### config.mk
export PLATFORM = sky130hd
export DESIGN_NAME = bsd_scale
export DESIGN_NICKNAME = d
export VERILOG_FILES = /design/src/hw/rtl/bsd_pkg.sv /design/src/hw/rtl/bsd_scale.sv
export SDC_FILE = /design/constraint.sdc
export NUM_CORES = 2
export LEC_CHECK = 0
export BUFFER_PORTS_ARGS = -buffer_cell sky130_fd_sc_hd__buf_2
export CAP_MARGIN = 25
export CORE_MARGIN = 2
export CORE_UTILIZATION = 66
export CTS_CLUSTER_DIAMETER = 40
export DETAILED_ROUTE_END_ITERATION = 12
export PLACE_DENSITY_LB_ADDON = 0.1
export SYNTH_ARGS = -nofsm -noshare
export SYNTH_HDL_FRONTEND = slang
export SYNTH_SLANG_ARGS = --single-unit
### constraint.sdc
create_clock -name clk -period 11.4 [get_ports clk]
set_input_delay 2.85 -clock clk [delete_from_list [all_inputs] [get_ports clk]]
set_output_delay 2.85 -clock clk [all_outputs]
set_load 0.005 [all_outputs]
### src/hw/rtl/bsd_pkg.sv
// ============================================================================
// bsd_pkg: shared constants and types for the block-scaled dot product
// Element packing, lane split, fixed-point alignment and pipeline control.
// ============================================================================
package bsd_pkg;

  localparam int BLOCK_SIZE      = 32;
  localparam int SCALE_FRAC_BITS = 16;
  localparam int ACC_WIDTH       = 64;

  localparam int OUT_FRAC_BITS = 32;
  localparam int CARRIED_ELEMS = 32;

  localparam int LANES      = 4;
  localparam int LANE_ELEMS = CARRIED_ELEMS / LANES;
  localparam int LANE_IDX_W = $clog2(LANES);

  localparam int ACT_W   = 8;
  localparam int WT_W    = 4;
  localparam int SCALE_W = 16;
  localparam int WORD_W  = 64;
  localparam int SUM_W   = 64;
  localparam int TERM_W  = 64;

  localparam int PROD_W = ACT_W + WT_W;
  localparam int PART_W = PROD_W + $clog2(LANE_ELEMS);
  localparam int DOT_W  = PART_W + $clog2(LANES);
  localparam int MAG_W  = DOT_W - 1;
  localparam int MUL1_W = MAG_W + SCALE_W;
  localparam int MUL2_W = MUL1_W + SCALE_W;

  // Alignment of the 2*SCALE_FRAC_BITS product to OUT_FRAC_BITS fraction bits.
  localparam int SHL = (2 * SCALE_FRAC_BITS < OUT_FRAC_BITS) ?
                       (OUT_FRAC_BITS - 2 * SCALE_FRAC_BITS) : 0;
  localparam int SHR = (2 * SCALE_FRAC_BITS > OUT_FRAC_BITS) ?
                       (2 * SCALE_FRAC_BITS - OUT_FRAC_BITS) : 0;

  typedef struct packed {
    logic valid;
    logic last;
  } stage_ctl_t;

  // Elements past the configured block size contribute nothing.
  function automatic logic [LANE_ELEMS-1:0] elem_enable(input logic [LANE_IDX_W-1:0] lane);
    logic [LANE_ELEMS-1:0] en;
    int                    idx;
    for (int e = 0; e < LANE_ELEMS; e++) begin
      idx   = int'(lane) * LANE_ELEMS + e;
      en[e] = (idx < BLOCK_SIZE);
    end
    return en;
  endfunction

endpackage

### src/hw/rtl/bsd_scale.sv
// ============================================================================
// bsd_scale: scale the block dot product
// Two registered multiplies by the scales, then alignment to the output format.
// ============================================================================
module bsd_scale (
  input  logic                                 clk,
  input  logic                                 rst,
  input  logic                                 adv,
  input  bsd_pkg::stage_ctl_t                  ctl_in,
  input  logic signed [bsd_pkg::DOT_W-1:0]     dot,
  input  logic [bsd_pkg::SCALE_W-1:0]          act_scale,
  input  logic [bsd_pkg::SCALE_W-1:0]          weight_scale,
  output bsd_pkg::stage_ctl_t                  ctl_out,
  output logic signed [bsd_pkg::TERM_W-1:0]    term
);
  import bsd_pkg::*;

  localparam logic [TERM_W-1:0] RND = (TERM_W'(1) << SHR) - TERM_W'(1);

  stage_ctl_t          ctl_m1, ctl_m2;
  logic                neg_m1, neg_m2;
  logic [SCALE_W-1:0]  ws_m1;
  logic [MUL1_W-1:0]   prod1;
  logic [MUL2_W-1:0]   prod2;

  logic [DOT_W-1:0]    mag_full;
  logic [MAG_W-1:0]    mag;
  logic [TERM_W-1:0]   aligned;

  // The magnitude of the most negative dot still fits in MAG_W bits.
  assign mag_full = dot[DOT_W-1] ? DOT_W'(-dot) : DOT_W'(dot);
  assign mag      = mag_full[MAG_W-1:0];

  // Rounding up the magnitude of a negative term gives an arithmetic shift.
  assign aligned = ((TERM_W'(prod2) + (neg_m2 ? RND : '0)) >> SHR) << SHL;

  always_ff @(posedge clk) begin
    if (rst) begin
      ctl_m1  <= '0;
      ctl_m2  <= '0;
      ctl_out <= '0;
    end else if (adv) begin
      ctl_m1  <= ctl_in;
      ctl_m2  <= ctl_m1;
      ctl_out <= ctl_m2;
    end
  end

  always_ff @(posedge clk) begin
    if (adv) begin
      neg_m1 <= dot[DOT_W-1];
      ws_m1  <= weight_scale;
      prod1  <= MUL1_W'(mag) * MUL1_W'(act_scale);
      neg_m2 <= neg_m1;
      prod2  <= MUL2_W'(prod1) * MUL2_W'(ws_m1);
      term   <= neg_m2 ? -$signed(aligned) : $signed(aligned);
    end
  end

endmodule

== Word level (Yosys, flattened, before mapping) ==
Index checks and enable logic that the tools add are counted.

* Shift operators: 0
* Reductions and logical operators: 0
* Equality and inequality tests: 0
* Add/sub/neg operators: 2
* Div/mod/pow operators: 0
* Multiplexer cells: 2
* Order comparisons: 0
* Multiply operators: 2
* Bitwise operators: 0

{| class="wikitable"
|+ Operators by type and width
! cell !! count
|-
| $neg A48 Y64 || 1
|-
| $mul A32 B16 Y48 || 1
|-
| $mux W48 || 1
|-
| $mul A16 B16 Y32 || 1
|-
| $mux W16 || 1
|-
| $neg A16 Y16 || 1
|}

* Bits in latches: 0
* Word-level logic and storage cells: 19
* Output and inout port bits: 66
* Register bits after elaboration: 168
* Bits in writable memories: 0
* Memories: 0
* Bits in read-only memories: 0

== Longest topological paths before layout ==
* Word-level depth: 3
* Depth in mapped cells: 31

== Worst setup path before layout ==
Ideal clock, no wire load.

* Path kind: input port to flip-flop
* Start: in dot[5] (netlist bit)
* End: reg prod1[29], data pin
* Path slack: 1.505 ns
* Arrival: 9.638 ns
* Buffers on the path: 1
* Stages on the path: 25
* Cell sequence: or4_1 or3_1 o41ai_1 xnor2_1 clkbuf_1 nand2_1 fa_1 fa_1 fa_1 inv_1 fa_1 fa_1 inv_1 fa_1 inv_1 ha_1 a21o_1 a21o_1 a21oi_1 o21a_1 a21oi_1 or3_1 a31o_2 a21oi_1 xnor2_1

* Longest elaborated chain between the ends: 3

{| class="wikitable"
|+ RTL lines
! element !! line !! source
|-
| start: declaration || bsd_scale.sv:10 || <nowiki>input logic signed [bsd_pkg::DOT_W-1:0] dot,</nowiki>
|-
| $neg A16 Y16 || bsd_scale.sv:31 || <nowiki>assign mag_full = dot[DOT_W-1] ? DOT_W'(-dot) : DOT_W'(dot);</nowiki>
|-
| $mux W16 * || bsd_scale.sv:31 ||
|-
| $mul A16 B16 Y32 * || bsd_scale.sv:53 || <nowiki>prod1 <= MUL1_W'(mag) * MUL1_W'(act_scale);</nowiki>
|-
| end signal: assignment || bsd_scale.sv:53 ||
|-
| end: declaration || bsd_scale.sv:23 || <nowiki>logic [MUL1_W-1:0] prod1;</nowiki>
|}

Mark *: on every way between the ends. The rest lies on a longest branch, timed or not.
A chain may end at the register's enable or synchronous reset.

== Worst setup path after layout ==
* Start: in dot[0] (netlist bit)
* End: reg prod1[29], data pin

Same word-level chain as after synthesis.

==> flow_summary.ini <==
[status]
outcome = completed

[floorplan]
core-area_um2 = 46600
die_width_um = 221
core.rowCount = 79
start_util = 0.667
dieArea_um2 = 48800
ioPinCount = 120
die_h_um = 221

[clock_network]
clk_pin_slew_ns = 0.08
ctsResizeCount = 0
post_cts_buffers = 0
cts_made_buffers = 17
cts-root-buf = clkbuf_16
htree_num_levels = 4
clock_latency_ns = 0.49
clock-sinks = 168
cts_tree = yes
cts_buffer_depth = 2
cts_hold_buffers = 0

[sta]
rsz0062_at_grt = false
finalSetupViolations = 0
slew-limit-headroom = 0.340
fin_setup_tns_ns = 0
max_clock_freq_mhz = 100
min_period_ns = 9.97
hold_viol = 0
worstMarginPinSlew_ns = 0.991
fin_skew_ns = 0.0302
drv_slew = 0
min_period_over_period = 0.874

[global_route]
grt.total_usage = 0.329
grt_pass1_vias = 25100
grt_pass1_wl_mm = 127
grt_max_degree = 97
antenna_found_initial = 0
grt_remaining_overflow = 0

[drt]
drc = 0
routed_via_density = 5.78
first_iter_violations = 1417
finalWirelength_mm = 75.4
dr.pass1.iters = 6
ant_nets = 0
dr_total_vias = 22700
wl_per_cell_um = 19.2

[final_layout]
layout_common_cells = 731 x inv_1, 612 x fa_1, 554 x nand2_1
fin_nets = 4204
layout_commonest_cell = inv_1
area_delta_synth_final_pct = 5.63
drive_gt1_frac = 0.0650
antenna_cells = 0

[worst_hold_path]
min_from = neg_m1$_DFFE_PP_
hp-class = reg -> reg

[yosys]
synth_area_leaders = fa_1 39%, edfxtp_1 16%, ha_1 9.1%
synth_edf_count = 162
synth.avg_cell_area_um2 = 9.48
ys_dominant_reg_cell = edfxtp_1
ys_types = 67
synth_area_um2 = 31100
synth_warnings = 0
syn-num-nets = 4171
syn_inst = 3279
async_flop_share = 0
synth_top_area_share = 0.394
synth_area_leader_cell = fa_1
ys_ff_latch = 168
ys_seq_area_frac = 0.160

[place]
io_buffer_count = 119
gp_congestion = 0.917
hpwl_mm = 59.0

[critical_path]
critPathKind = in -> reg
path_common_cell = fa_1
worstPathRequired_ns = 11.64
cp_max_fo = 18
crit_arrival_ns = 10.21
start_kind = primary input
crit_slowest_cell = fa_1
critPathMaxStageDelay_ns = 0.53
crit_start = dot[0]
end_kind = flip-flop
r2r_start = prod1[7]$_DFFE_PP_

[run]
cap_violations = 0
[critical path, delay by kind of cell]
| family | cells | cell delay, ns |
|---|---|---|
| AO/OA/AOI/OAI | 8 | 1.61 |
| XOR/XNOR | 2 | 0.25 |
| adder cells (fa/ha/maj) | 7 | 3.37 |
| buffers and inverters | 5 | 0.64 |
| AND/OR/NAND/NOR | 4 | 1.47 |
[state kept, by name, indices dropped and copies added, names as in the netlist]
name     flops
ctl_m1       2
ctl_m2       2
ctl_out      2
neg_m1       1
neg_m2       1
prod1       32
prod2       48
term        64
ws_m1       16
[layer usage]
| layer | share of wire | GRT usage | vias up |
|---|---|---|---|
| met2 | 0.51 | 0.574 | 886 |
| met1 | 0.39 | 0.413 | 11600 |
| li1 | - | - | 9970 |
| met4 | 0.039 | 0.125 | 0 |
| met5 | 0 | 0 | - |
| met3 | 0.065 | 0.0538 | 230 |
[path summary, 6_finish.rpt]
path / to / slack [ns] / cells after the start
worst min register to register: neg_m2$_DFFE_PP_ / 0.41 / 0
worst min-delay path: neg_m2$_DFFE_PP_ / 0.41 / 0
worst max register to register: prod2[45]$_DFFE_PP_ / 3.62 / 21
worst max-delay path: prod1[29]$_DFFE_PP_ / 1.43 / 26
[layout make-up]
class,count,area (um2)
multi-input combinational,2239,22800
fill,3585,13700
sequential,168,4980
inverter,731,2740
timing repair buffer,155,892
tap,607,759
clock buffer,17,425
clock inverter,15,211
[through the flow]
step / cell area (um2) / utilization / hold slack, ns / setup slack [ns] / cells
6_report: 32800 / 0.705 / 0.413 / 1.43 / 3932
5_1_grt: 32800 / 0.705 / 0.423 / 1.12 / 3932
4_1_cts: 32800 / 0.704 / 0.416 / 1.50 / 3931
3_5_place_dp: 32200 / 0.691 / 0.408 / 0.991 / 3899
3_3_place_gp: 32200 / 0.691 / 0.403 / 1.17 / 3899
2_1_floorplan: 31100 / - / 0.400 / 1.50 / 3279
[cells by family (layout without fill, tap and decap cells)]
logic type | Yosys count | count (layout) | synth area share
buffers and inverters | 872 | 918 | 0.106
AOI/OAI and AO/OA | 272 | 272 | 0.0579
and+or+nand+nor | 991 | 991 | 0.151
adders and majority gates | 838 | 838 | 0.485
xor gates and xnor gates | 130 | 130 | 0.0366
DFF | 168 | 168 | 0.160
muxes | 8 | 8 | 0.00262
[cells in the mapped netlist (9+ instances only)]
cell and count:
inv_1 731, fa_1 612, nand2_1 554, and2_1 277, ha_1 226, edfxtp_1 162
clkbuf_1 137, xnor2_1 108, a21oi_1 75, o21ai_0 57, nor2_1 53, a21o_1 28
nand3_1 27, xor2_1 22, o31ai_1 20, o21a_1 17, nand4_1 10, a211oi_1 9
a31oi_1 9, nor3_1 9, o21bai_1 9, o41ai_1 9, or3_1 9, or4_1 9
Power is not shown: default switching activity piles up to over one toggle a cycle in this logic, so the estimate is an artifact.
