File: config.mk
export PLATFORM = sky130hd
export DESIGN_NAME = bsd_lane
export DESIGN_NICKNAME = d
export VERILOG_FILES = /design/src/hw/rtl/bsd_pkg.sv /design/src/hw/rtl/bsd_lane.sv
export SDC_FILE = /design/constraint.sdc
export NUM_CORES = 1
export LEC_CHECK = 0
export ABC_AREA = 1
export BUFFER_PORTS_ARGS = -buffer_cell sky130_fd_sc_hd__buf_2
export CAP_MARGIN = 10
export CORE_MARGIN = 5
export CORE_UTILIZATION = 55
export DETAILED_ROUTE_END_ITERATION = 6
export PLACE_DENSITY = 0.72
export SETUP_SLACK_MARGIN = 0.3
export SLEW_MARGIN = 20
export SYNTH_ARGS = -nofsm -noshare
export SYNTH_HDL_FRONTEND = slang
export SYNTH_SLANG_ARGS = --single-unit
export TNS_END_PERCENT = 30
File: constraint.sdc
create_clock -name clk -period 34.2 [get_ports clk]
set_clock_uncertainty 0.05 [all_clocks]
set_input_delay 5.13 -clock clk [delete_from_list [all_inputs] [get_ports clk]]
set_output_delay 5.13 -clock clk [all_outputs]
set_load 0.05 [all_outputs]
File: src/hw/rtl/bsd_pkg.sv
// ============================================================================
// bsd_pkg: shared constants and types for the block-scaled dot product
// Element packing, lane split, fixed-point alignment and pipeline control.
// ============================================================================
package bsd_pkg;

  localparam int BLOCK_SIZE      = 32;
  localparam int SCALE_FRAC_BITS = 16;
  localparam int ACC_WIDTH       = 64;

  localparam int OUT_FRAC_BITS = 32;
  localparam int CARRIED_ELEMS = 32;

  localparam int LANES      = 4;
  localparam int LANE_ELEMS = CARRIED_ELEMS / LANES;
  localparam int LANE_IDX_W = $clog2(LANES);

  localparam int ACT_W   = 8;
  localparam int WT_W    = 4;
  localparam int SCALE_W = 16;
  localparam int WORD_W  = 64;
  localparam int SUM_W   = 64;
  localparam int TERM_W  = 64;

  localparam int PROD_W = ACT_W + WT_W;
  localparam int PART_W = PROD_W + $clog2(LANE_ELEMS);
  localparam int DOT_W  = PART_W + $clog2(LANES);
  localparam int MAG_W  = DOT_W - 1;
  localparam int MUL1_W = MAG_W + SCALE_W;
  localparam int MUL2_W = MUL1_W + SCALE_W;

  // Alignment of the 2*SCALE_FRAC_BITS product to OUT_FRAC_BITS fraction bits.
  localparam int SHL = (2 * SCALE_FRAC_BITS < OUT_FRAC_BITS) ?
                       (OUT_FRAC_BITS - 2 * SCALE_FRAC_BITS) : 0;
  localparam int SHR = (2 * SCALE_FRAC_BITS > OUT_FRAC_BITS) ?
                       (2 * SCALE_FRAC_BITS - OUT_FRAC_BITS) : 0;

  typedef struct packed {
    logic valid;
    logic last;
  } stage_ctl_t;

  // Elements past the configured block size contribute nothing.
  function automatic logic [LANE_ELEMS-1:0] elem_enable(input logic [LANE_IDX_W-1:0] lane);
    logic [LANE_ELEMS-1:0] en;
    int                    idx;
    for (int e = 0; e < LANE_ELEMS; e++) begin
      idx   = int'(lane) * LANE_ELEMS + e;
      en[e] = (idx < BLOCK_SIZE);
    end
    return en;
  endfunction

endpackage

File: src/hw/rtl/bsd_lane.sv
// ============================================================================
// bsd_lane: partial dot product of one lane
// Multiplies eight signed bytes by eight signed nibbles and registers the sum.
// ============================================================================
module bsd_lane (
  input  logic                                          clk,
  input  logic                                          adv,
  input  logic [bsd_pkg::LANE_ELEMS*bsd_pkg::ACT_W-1:0] act_word,
  input  logic [bsd_pkg::LANE_ELEMS*bsd_pkg::WT_W-1:0]  wt_word,
  input  logic [bsd_pkg::LANE_ELEMS-1:0]                elem_en,
  output logic signed [bsd_pkg::PART_W-1:0]             partial
);
  import bsd_pkg::*;

  logic signed [PART_W-1:0] partial_next;

  always_comb begin
    logic signed [ACT_W-1:0]  a;
    logic signed [WT_W-1:0]   w;
    logic signed [PROD_W-1:0] p;
    partial_next = '0;
    for (int e = 0; e < LANE_ELEMS; e++) begin
      a = act_word[e*ACT_W +: ACT_W];
      w = wt_word[e*WT_W +: WT_W];
      p = PROD_W'(a) * PROD_W'(w);
      if (elem_en[e]) begin
        partial_next = partial_next + PART_W'(p);
      end
    end
  end

  always_ff @(posedge clk) begin
    if (adv) begin
      partial <= partial_next;
    end
  end

endmodule

=== Word-level counts from Yosys, hierarchy flattened ===
Cells that the tools add are included.

* Register bits after elaboration: 15
* Bits of input ports: 106
* Output and inout bits: 15
* Word-level logic and storage cells: 24

* Add/subtract/negate cells: 7
* Multipliers: 8
* Mux-type cells: 8

{| class="wikitable"
|+ Operator list
! kind !! number
|-
| 2-to-1 mux 15 bit || 8
|-
| adder 15 x 12 -> 15 bit || 7
|-
| multiplier 8 x 4 -> 12 bit || 8
|}

=== Depth between registers and ports, before layout ===
Gate-level depths: netlist of run 1.

* Word-level depth: 16
* Gate-level depth with buffers: 110
* Depth with buffers taken out: 109

=== Least setup slack after synthesis of run 1 ===
Ideal clock, no wire load.

* Path kind: input to register
* Start point: input wt_word[1] (netlist name)
* End point: register partial[14] (netlist name) (data pin)
* Library setup time: 253 ps
* Arrival time: 24058 ps
* Data required time: 33897 ps
* Slack: 9839 ps
* Stages on the path: 103
* Buffers on the path: 1
* Cells stage by stage: clkbuf_1 -> nand2_1 -> fa_1 -> fa_1 -> fa_1 -> inv_1 -> ha_1 -> fa_1 -> nand3_1 -> nand3_2 -> nor2_1 -> nand3b_1 -> inv_2 -> ha_1 -> inv_1 -> fa_1 -> fa_1 -> inv_1 -> [... 67 more ...] -> ha_1 -> inv_1 -> fa_1 -> fa_1 -> inv_1 -> ha_1 -> nand4_1 -> nor3_1 -> o21ai_0 -> o2111ai_1 -> inv_1 -> nand2_1 -> nand2_1 -> nor2_1 -> xor2_1 -> nand2_1 -> inv_1 -> nor2_1

* Word-level cells in the longest chain between the ends: 16

{| class="wikitable"
|+ RTL lines
! item !! RTL line !! source
|-
| start: declaration || bsd_lane.sv:9 || <nowiki>input logic [bsd_pkg::LANE_ELEMS*bsd_pkg::WT_W-1:0] wt_word,</nowiki>
|-
| multiplier 8 x 4 -> 12 bit (*) || bsd_lane.sv:25 || <nowiki>p = PROD_W'(a) * PROD_W'(w);</nowiki>
|-
| 2-to-1 mux 15 bit (*) || bsd_lane.sv:26 || <nowiki>if (elem_en[e]) begin</nowiki>
|-
| adder 15 x 12 -> 15 bit || bsd_lane.sv:27 || <nowiki>partial_next = partial_next + PART_W'(p);</nowiki>
|-
| 2-to-1 mux 15 bit (*) || bsd_lane.sv:26 ||
|-
| adder 15 x 12 -> 15 bit || bsd_lane.sv:27 ||
|-
| 2-to-1 mux 15 bit (*) || bsd_lane.sv:26 ||
|-
| adder 15 x 12 -> 15 bit || bsd_lane.sv:27 ||
|-
| 2-to-1 mux 15 bit (*) || bsd_lane.sv:26 ||
|-
| adder 15 x 12 -> 15 bit || bsd_lane.sv:27 ||
|-
| 2-to-1 mux 15 bit (*) || bsd_lane.sv:26 ||
|-
| adder 15 x 12 -> 15 bit || bsd_lane.sv:27 ||
|-
| 2-to-1 mux 15 bit (*) || bsd_lane.sv:26 ||
|-
| adder 15 x 12 -> 15 bit || bsd_lane.sv:27 ||
|-
| 2-to-1 mux 15 bit (*) || bsd_lane.sv:26 ||
|-
| adder 15 x 12 -> 15 bit || bsd_lane.sv:27 ||
|-
| 2-to-1 mux 15 bit (*) || bsd_lane.sv:26 ||
|-
| named net partial_next[14] || bsd_lane.sv:15 || <nowiki>logic signed [PART_W-1:0] partial_next;</nowiki>
|-
| end signal: assignment || bsd_lane.sv:34 || <nowiki>partial <= partial_next;</nowiki>
|-
| end: declaration || bsd_lane.sv:11 || <nowiki>output logic signed [bsd_pkg::PART_W-1:0] partial</nowiki>
|}

The timed path passes the listed nets; every way through them passes the cells marked *.
A chain may end at the register's enable or synchronous reset.

=== Final worst setup path of run 1 ===
Ends and elaborated chain as after synthesis.

==> impl_metrics.ini, run 1 <==
[setup_path]
cp.required_ns = 34.15
worstPathArrival_ns = 25.54
crit_type = input pin to register
cp_slowest_cell = fa_1
max_stage_delay_ns = 0.56
crit_path_start_kind = input pin
critical_path.max_fanout = 8
end_kind = register
cp_common_cell = nand2_1

[sta]
rsz0062_at_grt = false
maxSlewViolCount = 0
finalHoldViolCount = 0
max_freq_mhz = 39.09
slew_headroom_pct = 40.91
worstMarginPinSlew_ns = 0.8854
period_share_pct = 74.80
period_needed_ns = 25.58
setup_viol = 0
finalSetupTns_ns = 0

[global_route]
grt_max_degree = 22
grt_pass1_vias = 14050
grt_first_pass_wirelength_microns = 64920
grt_overflow = 0
grtUsageMet2_pct = 43.65
top_usage_layer = met2
grt_util_met3_pct = 2.786
antenna_found_initial = 8
met1_usage_pct = 29.48
grt_util_all_layers_pct = 23.69

[die]
die_y_microns = 180.5
die_w_microns = 180.5
coreArea_sq_um = 28700
io_pins = 121
rows = 62
start_util_pct = 55.67
die_area_sq_um = 32560

[final_layout]
ff_latch_area_sq_um = 450.4
final.fill_count = 2789
largest_reg_flops = 15
multi_input_area_sq_um = 13150
largestRegisters = partial x15
drive_above_1_share_pct = 11.97
nets = 2835
max_flop_register = partial
final_cell_mix = inv_1, nand2_1, fa_1, ha_1
layoutNonFillerInstCount = 2642
layout_commonest_cell = inv_1
area_delta_synth_final_pct = 5.693

[synthesis]
syn_area_sq_um = 15980
synthCells = 2181
yosysWarnings = 0
synth_flop_cell = edfxtp_1
synth-seq-area-share_pct = 2.819
syn-mean-instance-area_sq_um = 7.326
synth_cell_types = 47
async_flop_share_pct = 0
synth_edf_count = 15
syn-num-nets = 2759
synth-seq-cells = 15

[status]
status = finished, final reports clean

[clocking]
cts_buffers = 3
path_clk_slew_ns = 0.05
h-tree-depth = 1
post_cts_buffers = 0
clk_path_buf_depth = 2
cts_root_buf = clkbuf_16
postCtsHoldBufs = 0
cts.sinks = 15
cts_resized = 0
cts_tree = built

[route]
vias = 13550
first_iter_violations = 715
drc = 0
drtPass1Iterations = 5
routed_wirelength_microns = 37770
ant_nets = 0
wl_per_cell_microns = 14.30
via_per_inst = 5.127

[job]
drv_cap = 0

[min_path]
worstHoldPathType = input pin to register
min_path_cells = 1

[place]
io_buffer_count = 120
gp_congestion = 0.9435
place_inst = 2636
hpwl_microns = 34430
layout make-up:
cell class,instances,share of cell area (%)
antenna,2,0.02963
multi-input combinational,1552,77.84
timing repair buffer,120,3.556
tap,384,2.845
inverter,565,12.59
clock buffer,3,0.4445
clock inverter,1,0.02963
sequential,15,2.667
worst max-delay path: cells and delay by family:
family,cells,cell delay [ns]
AO/OA/AOI/OAI,9,1.07
XOR/XNOR,4,0.72
adder cells (fa/ha/maj),33,13.20
buffers and inverters,20,1.17
AND/OR/NAND/NOR,39,4.25
stage by stage:
step	instance area [sq um]	setup WS, ns	utilization [%]	hold WS (ns)
floorplan	15980	9.839	-	5.193
global placement	16800	8.547	58.54	5.526
detailed placement	16800	8.370	58.54	5.534
CTS	16880	8.579	58.82	5.280
global route	16890	7.259	58.84	5.296
finish	16890	8.617	58.84	5.283
Yosys cell counts, types with 21 or more instances:
cell type,number,area (sq um)
xnor2_1,26,227.7
xor2_1,41,359.1
clkbuf_1,27,101.4
nand3_1,120,600.6
ha_1,234,2928
nand2_2,21,131.4
a21oi_1,62,310.3
nor2_1,70,262.8
fa_1,238,4765
or2_2,56,350.3
inv_1,549,2061
o21ai_0,25,125.1
nand2_1,500,1877
final timing paths:
| kind | startpoint | end | slack (ns) |
|---|---|---|---|
| setup / recovery | wt_word[1] | partial[14] | 8.62 |
| hold / removal | adv | partial[1] | 5.28 |
routing by layer:
metal / share of wire (%) / wire, microns
met1: 42 / 15860
met2: 50 / 19070
met3: 4.4 / 1674
met4: 2.9 / 1077
met5: 0.22 / 84
kinds of logic after synthesis:
group	share of synthesized area, %
buffers and inverters	14.91
AOI/OAI and AO/OA	6.483
adders and majority gates	48.14
and+or+nand+nor	23.91
DFF	2.819
xor gates and xnor gates	3.672
muxes	0.06264
Power of run 1 is left out: the tool's default activity adds up to more than one toggle a clock period on the data nets, which glitch-free logic cannot reach.
==> inputs of run 2 (changes only) <==
PLACE_DENSITY = 0.75   (was 0.72)
clock period = 22.5 ns   (was 34.2 ns; I/O delays follow)
==> run 2 against run 1 <==
The flow now finishes with violations (negative setup slack). Flip-flop and latch count unchanged. Final cell count up 10%. Count of clock-buffer cells in the layout up 1. Wire length up 14%. Critical path depth down 5. Non-clock buffer count up 279. Sequential share of layout area down 0.41 points. Hold slack worse by 1.8 ns. Global-route usage up 2.3 points. Final area up 18%. Worst setup slack worse by 9.2 ns. Utilization up 11 points. Critical path type unchanged. Critical endpoint unchanged.
==> impl_metrics.ini, run 2 (synthesis results as in run 1) <==
[sta]
rsz0062_at_grt = true
max_freq_mhz = 43.40
finalHoldViolCount = 0
worstMarginPinSlew_ns = 0.8528
setup_viol = 4
maxSlewViolCount = 0
period_share_pct = 102.4
setup_ws_ns = -0.5429
period_needed_ns = 23.04
slew_headroom_pct = 43.08

[die]
io_pins = 121
coreArea_sq_um = 28700
start_util_pct = 55.67
die_y_microns = 180.5
rows = 62
die_w_microns = 180.5
die_area_sq_um = 32560

[setup_path]
crit_type = input pin to register
cp_common_cell = inv_1
worstPathArrival_ns = 22.99
cp_slowest_cell = fa_1
cp.required_ns = 22.45
critical_path.max_fanout = 6
max_stage_delay_ns = 0.57
end_kind = register
crit_path_start_kind = input pin

[min_path]
worstHoldPathType = input pin to register

[final_layout]
layout_commonest_cell = inv_1
largest_reg_flops = 15
max_flop_register = partial
diodes = 0
drive_above_1_share_pct = 27.50
nets = 3114
final_cell_mix = inv_1, nand2_1, buf_4, fa_1, ha_1
area_delta_synth_final_pct = 24.70
largestRegisters = partial x15

[job]
drv_cap = 0

[route]
ant_nets = 0
vias = 14990
via_per_inst = 5.135
routed_wirelength_microns = 42990
wl_per_cell_microns = 14.73
drc = 0
first_iter_violations = 922
m1WireLength_microns = 17800
drtPass1Iterations = 7
dr.max_layer_used = met4
route.met2.wl_microns = 21620
dr_wl_met3_microns = 2026

[clocking]
cts_buffers = 3
clk_path_buf_depth = 2
cts_tree = built
cts_root_buf = clkbuf_16
path_clk_slew_ns = 0.05
cts.sinks = 15
h-tree-depth = 1
postCtsHoldBufs = 0

[global_route]
grt_pass1_vias = 15920
antenna_found_initial = 0
grt_util_all_layers_pct = 26.02
grt_first_pass_wirelength_microns = 71790
grt_max_degree = 22
grt_overflow = 0

[status]
violations = negative setup slack
status = complete, but fails checks

[place]
hpwl_microns = 37450
gp_congestion = 0.9506
dp_slack_ns = -1.123
io_buffer_count = 120
==> run 2: cell count changes in the layout (fill, tap and decap cells not counted), sizes merged <==
cell / delta
buf: +279
diode: -2
clkbuf: +1
clkinv: -1
==> run 2: worst paths after layout <==
path | cells past startpoint | to | slack, ns | start
max | 100 | partial[14] | -0.54 | act_word[0]
min | 1 | partial[3] | 3.51 | adv
==> run 2: stage by stage <==
| step | std cells | hold slack [ns] | area [sq um] | setup TNS [ns] | util (%) |
|---|---|---|---|---|---|
| final | 2919 | 3.513 | 19930 | -1.001 | 69.42 |
| after global routing | 2919 | 3.532 | 19930 | -6.121 | 69.42 |
| after detailed placement | 2892 | 3.770 | 18960 | -4.009 | 66.05 |
| after global placement | 2892 | 3.759 | 18960 | -2.189 | 66.05 |
| after floorplan | 2181 | 3.438 | 16210 | 0 | - |
| after CTS | 2903 | 3.516 | 19340 | -0.7584 | 67.39 |
==> run 2: final cells by class <==
cell class,count,area [sq um]
Clock buffer,4,78.83
Timing Repair Buffer,399,2699
Multi-Input combinational cell,1552,14090
Tap cell,384,480.5
Sequential cell,15,450.4
Fill cell,2338,8776
Inverter,565,2128
==> run 2: repair_timing <==
action                     in CTS  in global routing
pin swaps                      19                 67
setup endpoints to repair       7                  9
hold endpoints to repair        0                  0
gates resized for setup        37                103
setup buffers                   7                 16
==> run 2: routing by layer <==
| layer | track usage, % | up-vias |
|---|---|---|
| met3 | 2.725 | 110 |
| met2 | 47.32 | 372 |
| met4 | 7.592 | 0 |
| met1 | 32.72 | 7214 |
| li1 | - | 7292 |
| met5 | 0 | - |
==> run 2: worst max-delay path, delay by kind of cell <==
kind,cells,cell delay [ns]
xor+xnor,5,0.82
fa+ha+maj,33,12.99
simple gates,28,2.93
compound gates,8,1.05
buf+inv,26,1.81
Power of run 2 is left out for the same reason.
