$ cat src/hw/rtl/bsd_pkg.sv
// ============================================================================
// bsd_pkg: shared constants and types for the block-scaled dot product
// Element packing, lane split, fixed-point alignment and pipeline control.
// ============================================================================
package bsd_pkg;

  localparam int BLOCK_SIZE      = 32;
  localparam int SCALE_FRAC_BITS = 16;
  localparam int ACC_WIDTH       = 64;

  localparam int OUT_FRAC_BITS = 32;
  localparam int CARRIED_ELEMS = 32;

  localparam int LANES      = 4;
  localparam int LANE_ELEMS = CARRIED_ELEMS / LANES;
  localparam int LANE_IDX_W = $clog2(LANES);

  localparam int ACT_W   = 8;
  localparam int WT_W    = 4;
  localparam int SCALE_W = 16;
  localparam int WORD_W  = 64;
  localparam int SUM_W   = 64;
  localparam int TERM_W  = 64;

  localparam int PROD_W = ACT_W + WT_W;
  localparam int PART_W = PROD_W + $clog2(LANE_ELEMS);
  localparam int DOT_W  = PART_W + $clog2(LANES);
  localparam int MAG_W  = DOT_W - 1;
  localparam int MUL1_W = MAG_W + SCALE_W;
  localparam int MUL2_W = MUL1_W + SCALE_W;

  // Alignment of the 2*SCALE_FRAC_BITS product to OUT_FRAC_BITS fraction bits.
  localparam int SHL = (2 * SCALE_FRAC_BITS < OUT_FRAC_BITS) ?
                       (OUT_FRAC_BITS - 2 * SCALE_FRAC_BITS) : 0;
  localparam int SHR = (2 * SCALE_FRAC_BITS > OUT_FRAC_BITS) ?
                       (2 * SCALE_FRAC_BITS - OUT_FRAC_BITS) : 0;

  typedef struct packed {
    logic valid;
    logic last;
  } stage_ctl_t;

  // Elements past the configured block size contribute nothing.
  function automatic logic [LANE_ELEMS-1:0] elem_enable(input logic [LANE_IDX_W-1:0] lane);
    logic [LANE_ELEMS-1:0] en;
    int                    idx;
    for (int e = 0; e < LANE_ELEMS; e++) begin
      idx   = int'(lane) * LANE_ELEMS + e;
      en[e] = (idx < BLOCK_SIZE);
    end
    return en;
  endfunction

endpackage

$ cat src/hw/rtl/bsd_accum.sv
// ============================================================================
// bsd_accum: saturating accumulator and result register
// Adds each block term, clamps at the accumulator bounds, emits on last block.
// ============================================================================
module bsd_accum (
  input  logic                                clk,
  input  logic                                rst,
  input  logic                                adv,
  input  bsd_pkg::stage_ctl_t                 ctl,
  input  logic signed [bsd_pkg::TERM_W-1:0]   term,
  input  logic                                out_ready,
  output logic                                out_valid,
  output logic signed [bsd_pkg::SUM_W-1:0]    scaled_sum,
  output logic                                overflowed
);
  import bsd_pkg::*;

  localparam int EXT_W = TERM_W + 1;
  localparam logic signed [EXT_W-1:0] ACC_MAX = (EXT_W'(1) <<< (ACC_WIDTH - 1)) - EXT_W'(1);
  localparam logic signed [EXT_W-1:0] ACC_MIN = -ACC_MAX - EXT_W'(1);

  logic signed [ACC_WIDTH-1:0] acc;
  logic                        sat;

  logic signed [EXT_W-1:0]     sum;
  logic signed [ACC_WIDTH-1:0] acc_next;
  logic                        sat_next;

  always_comb begin
    sum = EXT_W'(acc) + EXT_W'(term);
    if (sum > ACC_MAX) begin
      acc_next = ACC_WIDTH'(ACC_MAX);
      sat_next = 1'b1;
    end else if (sum < ACC_MIN) begin
      acc_next = ACC_WIDTH'(ACC_MIN);
      sat_next = 1'b1;
    end else begin
      acc_next = ACC_WIDTH'(sum);
      sat_next = sat;
    end
  end

  always_ff @(posedge clk) begin
    if (rst) begin
      acc       <= '0;
      sat       <= 1'b0;
      out_valid <= 1'b0;
    end else if (adv) begin
      // adv implies any pending result has just been taken.
      out_valid <= 1'b0;
      if (ctl.valid) begin
        if (ctl.last) begin
          out_valid  <= 1'b1;
          scaled_sum <= SUM_W'(acc_next);
          overflowed <= sat_next;
          acc        <= '0;
          sat        <= 1'b0;
        end else begin
          acc <= acc_next;
          sat <= sat_next;
        end
      end
    end
  end

  a_clear_on_last: assert property (@(posedge clk) disable iff (rst)
    (adv && ctl.valid && ctl.last) |=> (acc == '0 && !sat && out_valid))
    else $error("accumulator not cleared after a last block");

  a_flag_sticky: assert property (@(posedge clk) disable iff (rst)
    (sat && !(adv && ctl.valid && ctl.last)) |=> sat)
    else $error("saturation flag dropped within a dot product");

  a_result_retires: assert property (@(posedge clk) disable iff (rst)
    (out_valid && out_ready && !(ctl.valid && ctl.last)) |=> !out_valid)
    else $error("result beat repeated after it was taken");

  a_stall_holds_acc: assert property (@(posedge clk) disable iff (rst)
    !adv |=> ($stable(acc) && $stable(sat)))
    else $error("accumulator changed while the pipeline was stalled");

endmodule

$ cat config.mk
export PLATFORM = sky130hd
export DESIGN_NAME = bsd_accum
export DESIGN_NICKNAME = d
export VERILOG_FILES = /design/src/hw/rtl/bsd_pkg.sv /design/src/hw/rtl/bsd_accum.sv
export SDC_FILE = /design/constraint.sdc
export NUM_CORES = 1
export LEC_CHECK = 0
export BUFFER_PORTS_ARGS = -buffer_cell sky130_fd_sc_hd__buf_2
export CORE_MARGIN = 1
export CORE_UTILIZATION = 40
export CTS_CLUSTER_DIAMETER = 120
export CTS_CLUSTER_SIZE = 14
export DETAILED_ROUTE_END_ITERATION = 8
export PLACE_DENSITY = 0.58
export SYNTH_ARGS = -nofsm -noshare
export SYNTH_HDL_FRONTEND = slang
export SYNTH_SLANG_ARGS = --single-unit
$ cat constraint.sdc
create_clock -name clk -period 10.35 [get_ports clk]
set_clock_uncertainty 0.15 [all_clocks]
set_input_delay 2.07 -clock clk [delete_from_list [all_inputs] [get_ports clk]]
set_output_delay 2.07 -clock clk [all_outputs]
set_load 0.02 [all_outputs]
======== Word-level counts from Yosys, hierarchy flattened ========
Index checks and enable logic that the tools add are counted.
operators by class
  add/subtract/negate cells ............... 1
  $lt $le $gt $ge ......................... 2
  multiplexer cells ....................... 8
  bitwise operators ....................... 1
  reductions and logical operators ........ 2
operator list
  operator                                              count
  two-way mux 64 bit                                    3
  adder 64 x 64 -> 65 bit                               1
  > comparator 65 x 64 -> 1 bit, second input constant  1
  < comparator 65 x 64 -> 1 bit, second input constant  1
  two-way mux 1 bit                                     5
  AND reduction 4 bit                                   1
  AND reduction 2 bit                                   1
  NOT 1 bit                                             1
word-level totals
  register bits ........................... 131
  output and inout bits ................... 66
  logic and storage cells ................. 19

======== Depth between registers and ports, before layout ========
Gate-level depths: netlist of the first run.
  depth in word-level cells ............... 5
  gate-level depth with buffers ........... 15
  depth with buffers taken out ............ 13

======== Worst setup path before layout of the first run ========
No wires, ideal clock.
  kind .................................... input -> register
  start point ............................. input ctl[1] (netlist bit)
  end point ............................... register overflowed (enable)
  library setup time ...................... 0.585 ns
  arrival time ............................ 6.981 ns
  slack ................................... 2.634 ns
  cell stages on the path ................. 2
  buffers on the path ..................... 0
  cell sequence ........................... nand2_1 nor3b_1
between the ends
  longest elaborated chain between the ends .. 1
RTL lines
  element                        RTL line         source
  start, declared                bsd_accum.sv:9   input bsd_pkg::stage_ctl_t ctl,
  AND reduction 4 bit (no line)  --
  end signal, assigned           bsd_accum.sv:55  overflowed <= sat_next;
  end, declared                  bsd_accum.sv:14  output logic overflowed
Every way passes these cells.
A chain may end at the register's enable or synchronous reset.

======== Worst setup path after layout of the first run ========
  start point ............................. input term[0] (netlist bit)
  end point ............................... register scaled_sum[59] (netlist bit) (data pin)
between the ends
  longest elaborated chain between the ends .. 4
  elaborated cells on any way between the ends .. 5
  those cells by class .................... 1 x add/sub; 2 x order compare; 2 x mux
RTL lines
  element                        RTL line         source
  start, declared                bsd_accum.sv:10  input logic signed [bsd_pkg::TERM_W-1:0] term,
  adder 64 x 64 -> 65 bit (*)    bsd_accum.sv:30  sum = EXT_W'(acc) + EXT_W'(term);
  < comparator 65 x 64 -> 1 bit  bsd_accum.sv:34  end else if (sum < ACC_MIN) begin
  two-way mux 64 bit             bsd_accum.sv:34
  two-way mux 64 bit (*)         bsd_accum.sv:31  if (sum > ACC_MAX) begin
  named net acc_next[59]         bsd_accum.sv:26  logic signed [ACC_WIDTH-1:0] acc_next;
  end signal, assigned           bsd_accum.sv:54  scaled_sum <= SUM_W'(acc_next);
  end, declared                  bsd_accum.sv:13  output logic signed [bsd_pkg::SUM_W-1:0] scaled_sum,
The timed path passes the listed nets; every way through them passes the cells marked *.

==> results of run 1 <==
## final cells by class
class                   instances  area [um2]  area share
multi-input cells             779        5150       0.507
inverters                      21        78.8     0.00777
flip-flops and latches        131        3270       0.322
repair buffers                141         723      0.0713
clock inverters                15         156      0.0154
well taps                     275         344      0.0339
clock buffers                  17         425      0.0419
## path summary, 6_finish.rpt
kind	from	to	cells after the start
setup / recovery	term[0]	scaled_sum[59]	15
hold / removal	acc[52]	acc[52]	2
setup reg to reg	acc[0]	scaled_sum[59]	14
hold reg to reg	acc[52]	acc[52]	2
## layer usage
| metal | vias to the layer above | GRT usage | part of all wire |
|---|---|---|---|
| li1 | 3862 | - | - |
| met1 | 3659 | 0.327 | 0.50 |
| met2 | 214 | 0.345 | 0.43 |
| met3 | 25 | 0.0357 | 0.051 |
| met4 | 0 | 0.0667 | 0.017 |
| met5 | - | 0 | 0 |
## registers in the layout, indices dropped and copies added (netlist names)
| signal | flops |
|---|---|
| acc | 64 |
| out_valid | 1 |
| overflowed | 1 |
| sat | 1 |
| scaled_sum | 64 |
## metrics by stage
stage	hold WS [ns]	power (uW)	instance area, um2	instances
2_1_floorplan	0.279	855	8770	994
3_3_place_gp	0.284	945	9570	1347
3_5_place_dp	0.295	947	9570	1347
4_1_cts	0.306	1550	10100	1379
5_1_grt	0.323	1620	10100	1379
6_report	0.303	1550	10100	1379
## worst max-delay path: cells and delay by family
family                   cells  cell delay, ns
AO/OA/AOI/OAI                7            2.46
adder cells (fa/ha/maj)      2            0.58
buffers and inverters        3            0.62
AND/OR/NAND/NOR              3            1.00
## power groups by stage
stage | registers, uW | logic (uW) | clock network (uW)
floorplan | 609 | 247 | 0
global placement | 601 | 344 | 0
detailed placement | 601 | 345 | 0
CTS | 590 | 349 | 616
global route | 593 | 389 | 636
finish | 590 | 349 | 606
## kinds of logic after synthesis
| group | after synthesis | share of synthesized area |
|---|---|---|
| and+or+nand+nor | 295 | 0.158 |
| adders and majority gates | 72 | 0.102 |
| AOI/OAI and AO/OA | 358 | 0.270 |
| buffers and inverters | 84 | 0.0427 |
| xor gates and xnor gates | 54 | 0.0539 |
| DFF | 131 | 0.373 |
## synthesized netlist by cell type (all sizes together), types with 3 or more instances
library cell,count
a211oi,5
a21boi,6
a21o,48
a21oi,97
a221o,5
a22o,4
a311oi,3
a31oi,5
and2,4
and3,4
and4,4
buf,22
clkbuf,41
dfxtp,66
edfxtp,65
ha,64
inv,21
maj3,7
nand2,103
nand2b,7
nand3,16
nand4,23
nor2,82
nor2b,6
nor3,20
nor3b,6
o211ai,35
o21a,7
o21ai,101
o21bai,14
o31ai,4
or2,6
or3,8
xnor2,34
xor2,20
## placed cells by master (no fill, tap or decap), types with 6 or more instances in the layout
master                        n
sky130_fd_sc_hd__a21o_1      48
sky130_fd_sc_hd__a21oi_1     95
sky130_fd_sc_hd__buf_2      134
sky130_fd_sc_hd__buf_4        7
sky130_fd_sc_hd__clkbuf_16   17
sky130_fd_sc_hd__dfxtp_1     66
sky130_fd_sc_hd__edfxtp_1    65
sky130_fd_sc_hd__ha_1        64
sky130_fd_sc_hd__inv_1       21
sky130_fd_sc_hd__nand2_1    102
sky130_fd_sc_hd__nand2b_1     7
sky130_fd_sc_hd__nand3_1     14
sky130_fd_sc_hd__nand4_1     22
sky130_fd_sc_hd__nor2_1      82
sky130_fd_sc_hd__nor2b_1      6
sky130_fd_sc_hd__nor3_1      18
sky130_fd_sc_hd__o211ai_1    15
sky130_fd_sc_hd__o211ai_2    20
sky130_fd_sc_hd__o21a_1       7
sky130_fd_sc_hd__o21ai_0     78
sky130_fd_sc_hd__o21ai_1     23
sky130_fd_sc_hd__o21bai_1    14
sky130_fd_sc_hd__or3_1        8
sky130_fd_sc_hd__xnor2_1     34
sky130_fd_sc_hd__xor2_1      20
==> run_results.csv, run 1 <==
group,metric,value,unit
logic_synthesis,postSynthCellCount,994,
logic_synthesis,dominantRegCellSynth,"sky130_fd_sc_hd__dfxtp_1",
sta,max-slew-margin-rel,0.349,
logic_synthesis,syn_area,0.00877,mm2
placed_design,port_buffers,134,
sta,finalSetupViolCount,0,
grt,grt_overall_usage,0.226,
placed_design,place.detailed.hpwl,18300,um
pwr,ir_worst_vdd,0.000101,V
sta,slew_viol_final,0,
logic_synthesis,synthTopCellsByArea,"sky130_fd_sc_hd__edfxtp_1 22%, sky130_fd_sc_hd__dfxtp_1 15%, sky130_fd_sc_hd__ha_1 9.1%, sky130_fd_sc_hd__a21oi_1 5.5%, sky130_fd_sc_hd__o21ai_0 4.5%",
logic_synthesis,synth_seq_area_share,0.373,
final_layout,syn_to_final_growth,15.7,%
detailed_routing,final_antenna_net_count,0,
floorplan,die-width,150,um
grt,grt_first_pass_wirelength,39100,um
sta,measured_slew_at_the_worst_slew_check_pin,0.971,ns
detailed_routing,routed_wirelength,24700,um
setup_path,crit_type,"in2reg",
pwr,static-leakage-power,0.00443,uW
logic_synthesis,synth-edff-count,65,
detailed_routing,drtPass1Iterations,5,
floorplan,io_pins,136,
sta,max_clock_freq,0.151,GHz
setup_path,crit_fanout,29,
detailed_routing,drt_iter0_markers,499,
clock_network,cts.repair.resized,0,
sta,setup_repair_after_global_routing_missed_its_margin,"no",
clock_network,cts.sinks,131,
pwr,clockPowerShare,0.392,
logic_synthesis,synth.lib_cells_used.distinct,74,
clock_network,cts.path.max_buffers,2,
clock_network,cts-hold-fix-buffers,0,
final_layout,antenna_diode_count,0,
pwr,internal-power,1060,uW
detailed_routing,avgRoutedWirePerCell,17.9,um
detailed_routing,remaining_drc_errors,0,
final_layout,finalNetCount,1226,
clock_network,tritoncts_clock_tree,"built",
job,maxCapViolCount,0,
placed_design,preCtsSetupSlack,3.24,ns
grt,total_congestion_overflow,0,
final_layout,final_core_util,0.477,
pwr,comb_power_share,0.226,
setup_path,slowest_stage,"sky130_fd_sc_hd__nand3_2",
logic_synthesis,synth_nets,1129,
logic_synthesis,synth.ff_latch_count,131,
final_layout,final.fill_count,2125,
sta,finalHoldViolations,0,
clock_network,clk_pin_slew_worst_paths,0.06,ns
clock_network,cts_post_setup_buffers_inserted,0,
final_layout,drive_above_1_share,0.197,
setup_path,worst-r2r-setup-slack,5.13,ns
clock_network,clock-root-buffer,"sky130_fd_sc_hd__clkbuf_16",
floorplan,num_rows,53,
pwr,power.share.switching,0.313,
logic_synthesis,async_reset_ff_frac,0,
floorplan,floorplan.die_area,0.0225,mm2
floorplan,fp.dieH,150,um
grt,first_global_vias,7398,
floorplan,floorplan.initialDensity,0.412,
grt,grt_max_degree,65,
grt,number_of_antenna_violations_at_the_first_check_in_global_routing,0,
sta,final_period_minus_worst_setup_slack,6.63,ns
pwr,net-switching-power,484,uW
pwr,powerDensity,152,mW/mm2
logic_synthesis,yosys_warnings,0,
placed_design,place.gp.congestion,0.925,
setup_path,worst-endpoint-required,10.46,ns
status,status,"finished, final reports clean",
setup_path,critical_path_arrival,6.74,ns
logic_synthesis,yosys.area.top_type,"sky130_fd_sc_hd__edfxtp_1",
setup_path,endpoint_kind,"flip-flop",
setup_path,slowest_delay,0.63,ns
worst_hold_path,hp-class,"reg2reg",
logic_synthesis,post_synth.cell_area_avg,8.82,um2
detailed_routing,vias_per_cell,5.63,
setup_path,crit_path_cell_trace,"buf_2 > ha_1 > inv_1 > fa_1 > nor2b_1 > o21ai_1 > a2111o_1 > a311oi_2 > o21ai_1 > a211o_1 > a21boi_2 > nand3_2 > buf_4 > o21ai_0 > nor2b_1",
clock_network,clock_latency,0.43,ns
sta,post-route-period-util,0.640,
clock_network,cts_buffers,17,
clock_network,h-tree-depth,4,
logic_synthesis,yosys.area.top_type_share,0.223,
sta,postLayoutSetupSlackWorst,3.72,ns
pwr,share_seq_of_total_power,0.382,
setup_path,kind_of_start_point_of_the_critical_path,"input pin",
detailed_routing,route.vias.total,7760,
floorplan,core_footprint,0.0213,mm2
sta,finalSetupTns,0,ns
Note: power is estimated with default switching activity, not from simulation.
==> run 2, diff against run 1 <==
- clock period: 10.35 -> 6.9 ns (I/O delays scaled with it)
==> run 2 against run 1 <==
  * Count of clock-buffer cells in the layout is the same
  * Combinational power rose by 51%
  * Total power grew 49%
  * Clock power up 48%
  * Hold slack got worse by 0.0026 ns
  * First-iteration DRC count grew 19%
  * Wire length rose by 0.61%
  * Non-clock buffer count is 5 higher
  * Sequential cell count unchanged
  * Sequential share of layout area is 0.11 points lower
  * Critical endpoint is now acc[15]
  * Largest power group unchanged
  * Highest routed layer unchanged
==> run_results.csv, run 2 (synthesis gave the netlist of run 1 again) <==
group,metric,value,unit
status,status,"finished, final reports clean",
clock_network,cts-hold-fix-buffers,0,
worst_hold_path,worst_hold_path.num_cells,1,
placed_design,port_buffers,134,
setup_path,endpoint_kind,"flip-flop",
floorplan,fp.dieH,150,um
sta,finalHoldViolations,0,
final_layout,syn_to_final_growth,16.1,%
setup_path,kind_of_start_point_of_the_critical_path,"input pin",
grt,number_of_antenna_violations_at_the_first_check_in_global_routing,0,
setup_path,worst-r2r-setup-slack,2.60,ns
sta,finalSetupTns,0,ns
floorplan,io_pins,136,
setup_path,worst-r2r-cell-count,14,
clock_network,clk_pin_slew_worst_paths,0.07,ns
grt,grt_overall_usage,0.226,
grt,grt_first_pass_wirelength,38900,um
final_layout,finalNetCount,1231,
placed_design,place.detailed.hpwl,18500,um
placed_design,place.detailed.instances,1352,
clock_network,cts.sinks,131,
setup_path,crit_fanout,48,
sta,measured_slew_at_the_worst_slew_check_pin,1.05,ns
setup_path,crit_type,"in2reg",
pwr,ir_worst_vdd,0.000142,V
detailed_routing,vias_per_cell,5.63,
detailed_routing,drtPass1Iterations,5,
placed_design,place.gp.congestion,0.909,
detailed_routing,route.vias.total,7789,
detailed_routing,avgRoutedWirePerCell,18.0,um
final_layout,layout.area.seq,0.00327,mm2
sta,finalSetupViolCount,0,
floorplan,core_footprint,0.0213,mm2
final_layout,final.fill_count,2091,
floorplan,floorplan.initialDensity,0.412,
sta,setup_repair_after_global_routing_missed_its_margin,"no",
final_layout,most_common_cell_after_layout_fill_and_taps_aside,"sky130_fd_sc_hd__buf_2",
detailed_routing,drt_iter0_markers,595,
final_layout,final_core_util,0.478,
grt,first_global_vias,7283,
pwr,static-leakage-power,0.00445,uW
setup_path,worst-endpoint-required,7.12,ns
setup_path,critical_path_arrival,5.22,ns
clock_network,clock-root-buffer,"sky130_fd_sc_hd__clkbuf_16",
grt,grt_max_degree,65,
clock_network,cts_buffers,17,
clock_network,tritoncts_clock_tree,"built",
sta,post-route-period-util,0.726,
floorplan,die-width,150,um
sta,max-slew-margin-rel,0.298,
clock_network,cts.path.max_buffers,2,
detailed_routing,remaining_drc_errors,0,
sta,slew_viol_final,0,
pwr,powerDensity,227,mW/mm2
final_layout,antenna_diode_count,0,
final_layout,reg_top3,"acc: 64 flops, scaled_sum: 64 flops",
floorplan,floorplan.die_area,0.0225,mm2
grt,total_congestion_overflow,0,
clock_network,cts_post_setup_buffers_inserted,0,
floorplan,num_rows,53,
detailed_routing,final_antenna_net_count,0,
worst_hold_path,hp-class,"reg2reg",
detailed_routing,routed_wirelength,24900,um
clock_network,clock_latency,0.42,ns
final_layout,drive_above_1_share,0.201,
final_layout,multiInputGateArea,0.00515,mm2
final_layout,final_cell_mix,"134 x sky130_fd_sc_hd__buf_2, 102 x sky130_fd_sc_hd__nand2_1, 95 x sky130_fd_sc_hd__a21oi_1, 82 x sky130_fd_sc_hd__nor2_1, 78 x sky130_fd_sc_hd__o21ai_0",
clock_network,cts.repair.resized,0,
sta,max_clock_freq,0.200,GHz
clock_network,h-tree-depth,4,
sta,final_period_minus_worst_setup_slack,5.01,ns
job,maxCapViolCount,0,
final_layout,finish.cell_count_without_fillers,1384,
==> run 2: worst paths after layout <==
check             from   endpoint
max            term[0]    acc[15]
min          out_valid  out_valid
max reg2reg     acc[0]    acc[15]
min reg2reg  out_valid  out_valid
==> run 2: per-layer routing <==
metal / up-vias / GRT usage / wire (um)
li1: 3878 / - / -
met1: 3651 / 0.332 / 12500
met2: 234 / 0.341 / 10800
met3: 26 / 0.0265 / 1160
met4: 0 / 0.0793 / 396
met5: - / 0 / 0
==> run 2: final cells by class <==
| type | count | share of cell area |
|---|---|---|
| timing repair buffer | 146 | 0.0747 |
| inverter | 21 | 0.00774 |
| clock buffer | 17 | 0.0418 |
| multi-input combinational | 779 | 0.506 |
| clock inverter | 15 | 0.0144 |
| tap | 275 | 0.0338 |
| sequential | 131 | 0.321 |
==> run 2: stage by stage <==
stage | power (uW) | hold slack (ns) | instance area (um2) | worst slack, ns
6_report | 2310 | 0.300 | 10200 | 1.89
5_1_grt | 2420 | 0.323 | 10200 | 1.69
4_1_cts | 2320 | 0.303 | 10200 | 1.92
3_5_place_dp | 1420 | 0.286 | 9610 | 1.47
3_3_place_gp | 1420 | 0.280 | 9610 | 1.52
2_1_floorplan | 1280 | 0.279 | 8770 | 2.21
==> run 2: power breakdown <==
group	internal (uW)	total, uW	switching, uW
logic	192	527	336
registers	870	885	15.0
clock network	504	896	391
total	1570	2310	742
==> run 2: worst max-delay path, stage by stage <==
cell and delay [ns]:
sky130_fd_sc_hd__buf_2 0.08, sky130_fd_sc_hd__ha_1 0.18, sky130_fd_sc_hd__inv_1 0.06, sky130_fd_sc_hd__fa_1 0.40
sky130_fd_sc_hd__nor2b_1 0.18, sky130_fd_sc_hd__o21ai_1 0.10, sky130_fd_sc_hd__a2111o_1 0.50, sky130_fd_sc_hd__a311oi_2 0.45
sky130_fd_sc_hd__o21ai_1 0.19, sky130_fd_sc_hd__a211o_1 0.35, sky130_fd_sc_hd__o211ai_1 0.18, sky130_fd_sc_hd__nand3_2 0.34
sky130_fd_sc_hd__buf_4 0.46, sky130_fd_sc_hd__a21oi_1 0.22, sky130_fd_sc_hd__a21o_1 0.10
==> run 3, diff against run 2 <==
- ABC_AREA: default -> 1
- PLACE_DENSITY: 0.58 -> 0.59
- clock period: 6.9 -> 4.05 ns (I/O delays scaled with it)
==> run 3 against run 2 <==
  * Sequential cell count unchanged
  * Via count up 67%
  * Largest power group unchanged
  * Cell count up 96%
  * Critical path type unchanged
  * Largest cell class unchanged
  * Register-to-register slack worse by 2.3 ns
==> run_results.csv, run 3 <==
group,metric,value,unit
setup_path,kind_of_start_point_of_the_critical_path,"input pin",
worst_hold_path,worst_hold_path.num_cells,2,
detailed_routing,final_antenna_net_count,0,
floorplan,floorplan.initialDensity,0.409,
clock_network,cts.sinks,131,
worst_hold_path,hp-class,"reg2reg",
clock_network,clk_pin_slew_worst_paths,0.07,ns
final_layout,finalNetCount,2450,
final_layout,syn_to_final_growth,34.0,%
detailed_routing,avgRoutedWirePerCell,16.1,um
sta,final_period_minus_worst_setup_slack,3.89,ns
final_layout,final.fill_count,2907,
clock_network,h-tree-depth,4,
sta,max_clock_freq,0.257,GHz
logic_synthesis,yosys.area.top_type_share,0.281,
worst_hold_path,min_delay_worst_endpoint,"out_valid",
final_layout,most_common_cell_after_layout_fill_and_taps_aside,"sky130_fd_sc_hd__nand2_1",
setup_path,r2r-end,"acc[49]",
final_layout,finish.cell_count_without_fillers,2706,
sta,setup_repair_after_global_routing_missed_its_margin,"yes",
floorplan,num_rows,61,
detailed_routing,drtPass1Iterations,5,
setup_path,critical_path_arrival,4.03,ns
placed_design,place.detailed.hpwl,35200,um
clock_network,cts_buffers,17,
setup_path,crit_fanout,11,
placed_design,port_buffers,134,
final_layout,antenna_diode_count,0,
sta,measured_slew_at_the_worst_slew_check_pin,0.870,ns
final_layout,drive_above_1_share,0.244,
detailed_routing,routed_wirelength,43600,um
floorplan,core_footprint,0.0280,mm2
setup_path,worst-endpoint-required,4.19,ns
setup_path,crit_type,"in2reg",
clock_network,cts-hold-fix-buffers,0,
final_layout,final_cell_mix,"843 x sky130_fd_sc_hd__nand2_1, 338 x sky130_fd_sc_hd__inv_1, 247 x sky130_fd_sc_hd__buf_4, 134 x sky130_fd_sc_hd__buf_2, 116 x sky130_fd_sc_hd__nor2_1",
grt,number_of_antenna_violations_at_the_first_check_in_global_routing,0,
worst_hold_path,timing.hold.worst.start,"out_valid",
detailed_routing,drt_iter0_markers,1137,
detailed_routing,remaining_drc_errors,0,
sta,finalSetupViolCount,0,
floorplan,fp.dieH,171,um
placed_design,place.detailed.instances,2669,
logic_synthesis,yosys_warnings,0,
logic_synthesis,post_synth.cell_area_avg,5.93,um2
grt,grt_first_pass_wirelength,64800,um
floorplan,floorplan.die_area,0.0294,mm2
sta,slew_viol_final,0,
setup_path,worst-r2r-cell-count,25,
logic_synthesis,syn_area,0.0115,mm2
placed_design,place.gp.congestion,0.981,
logic_synthesis,yosys.area.top_type,"sky130_fd_sc_hd__nand2_1",
clock_network,tritoncts_clock_tree,"built",
floorplan,die-width,171,um
sta,worst_hold_slack,0.317,ns
logic_synthesis,synthMostInstantiatedCell,"sky130_fd_sc_hd__nand2_1",
logic_synthesis,postSynthCellCount,1934,
clock_network,cts_post_setup_buffers_inserted,0,
logic_synthesis,dominantRegCellSynth,"sky130_fd_sc_hd__dfxtp_1",
logic_synthesis,synth.ff_latch_count,131,
grt,total_congestion_overflow,0,
floorplan,io_pins,136,
clock_network,clock-root-buffer,"sky130_fd_sc_hd__clkbuf_16",
sta,finalHoldViolations,0,
clock_network,clock_latency,0.44,ns
job,maxCapViolCount,0,
logic_synthesis,synth-edff-count,65,
setup_path,worst-r2r-setup-slack,0.28,ns
final_layout,reg_top3,"acc: 64 flops, scaled_sum: 64 flops",
pwr,powerDensity,302,mW/mm2
logic_synthesis,synthTopCellsByArea,"sky130_fd_sc_hd__nand2_1 28%, sky130_fd_sc_hd__edfxtp_1 17%, sky130_fd_sc_hd__dfxtp_1 12%, sky130_fd_sc_hd__inv_1 11%, sky130_fd_sc_hd__ha_1 7.0%",
grt,first_global_vias,11800,
grt,grt_overall_usage,0.298,
pwr,static-leakage-power,0.00844,uW
logic_synthesis,async_reset_ff_frac,0,
sta,post-route-period-util,0.960,
pwr,ir_worst_vdd,0.000254,V
logic_synthesis,synth_nets,2069,
logic_synthesis,synth.lib_cells_used.distinct,39,
detailed_routing,route.vias.total,13000,
grt,grt_max_degree,66,
setup_path,endpoint_kind,"flip-flop",
setup_path,crit-reg2reg-launch,"acc[0]",
logic_synthesis,synth_seq_area_share,0.285,
sta,max-slew-margin-rel,0.419,
logic_synthesis,synth.cells.most_frequent,"860 x sky130_fd_sc_hd__nand2_1, 338 x sky130_fd_sc_hd__inv_1, 126 x sky130_fd_sc_hd__nor2_1",
detailed_routing,vias_per_cell,4.80,
clock_network,cts.path.max_buffers,2,
status,status,"finished, final reports clean",
## run 3: cell types whose count changed in the layout (fill, tap and decap cells not counted), sizes merged, moves of 32 or more
cell / previous run / this run
nand2: 103 / 929
inv: 27 / 349
buf: 146 / 392
o21ai: 101 / 10
nand3: 16 / 94
nor2: 82 / 134
a21o: 48 / 0
o211ai: 35 / 1
xnor2: 34 / 2
## run 3: through the flow
step / setup slack, ns / setup TNS [ns] / util / total power, uW / instance area [um2]
2_1_floorplan: 0.540 / 0 / - / 2280 / 11500
3_3_place_gp: -0.394 / -44.42 / 0.516 / 2880 / 14500
3_5_place_dp: -0.487 / -55.23 / 0.516 / 2890 / 14500
4_1_cts: 0.0276 / 0 / 0.538 / 4580 / 15100
5_1_grt: -0.0413 / -0.326 / 0.549 / 4860 / 15400
6_report: 0.164 / 0 / 0.549 / 4640 / 15400
## run 3: routing by layer
metal	share of wire	GRT usage	vias up
li1	-	-	6696
met1	0.51	0.450	5915
met2	0.42	0.445	352
met3	0.062	0.0407	29
met4	0.0097	0.0567	0
met5	0	0	-
## run 3: cells by family after synthesis
| group | share of synthesized area |
|---|---|
| adder cells (fa/ha/maj) | 0.0716 |
| buffers and inverters | 0.130 |
| AND/OR/NAND/NOR | 0.443 |
| AO/OA/AOI/OAI | 0.0662 |
| flip-flops | 0.285 |
| XOR/XNOR | 0.00306 |
## run 3: power by group
part | switching (uW) | internal (uW)
clock network | 670 | 1030
registers | 21.1 | 1470
logic | 875 | 582
## run 3: how the worst max path moves through the flow
stage	cells after the start	endpoint	startpoint	slack (ns)
detailed placement	23	scaled_sum[27]	term[0]	-0.49
global placement	23	scaled_sum[27]	term[0]	-0.39
floorplan	24	scaled_sum[12]	term[0]	0.54
finish	26	acc[49]	term[0]	0.16
CTS	23	scaled_sum[27]	term[0]	0.03
global route	27	acc[48]	term[0]	-0.04
## run 3: area by class of cell
cell class,instances,area (um2),area share
Clock buffer,18,429,0.0279
Inverter,349,1310,0.0852
Sequential cell,131,3270,0.213
Clock inverter,14,185,0.0121
Multi-Input combinational cell,1422,6910,0.450
Timing Repair Buffer,394,2780,0.181
Tap cell,378,473,0.0308
## run 3: worst max-delay path, stage by stage
cell                       delay (ns)
sky130_fd_sc_hd__buf_2           0.08
sky130_fd_sc_hd__ha_1            0.17
sky130_fd_sc_hd__inv_1           0.06
sky130_fd_sc_hd__fa_1            0.39
sky130_fd_sc_hd__inv_1           0.08
sky130_fd_sc_hd__nand3_2         0.12
sky130_fd_sc_hd__nand2_2         0.13
sky130_fd_sc_hd__nand2_1         0.09
sky130_fd_sc_hd__nand2_2         0.16
sky130_fd_sc_hd__nand3_1         0.13
sky130_fd_sc_hd__nand3_2         0.12
sky130_fd_sc_hd__nand2_1         0.06
sky130_fd_sc_hd__buf_4           0.17
sky130_fd_sc_hd__nand3b_1        0.10
sky130_fd_sc_hd__nand2_1         0.09
sky130_fd_sc_hd__nor2_1          0.16
sky130_fd_sc_hd__nand3_1         0.10
sky130_fd_sc_hd__nor2_1          0.12
sky130_fd_sc_hd__nand2_1         0.09
sky130_fd_sc_hd__nor2_4          0.14
sky130_fd_sc_hd__nor2_4          0.07
sky130_fd_sc_hd__nand2_8         0.17
sky130_fd_sc_hd__buf_16          0.18
sky130_fd_sc_hd__nand2_2         0.06
sky130_fd_sc_hd__nand2_1         0.08
sky130_fd_sc_hd__a21oi_1         0.06
## run 3: repair_timing
item,4_1_cts,5_1_grt
setup endpoints to repair,79,128
pin swaps,0,7
cloned,0,5
endpoints found under the hold margin,0,0
gates resized for setup,1,53
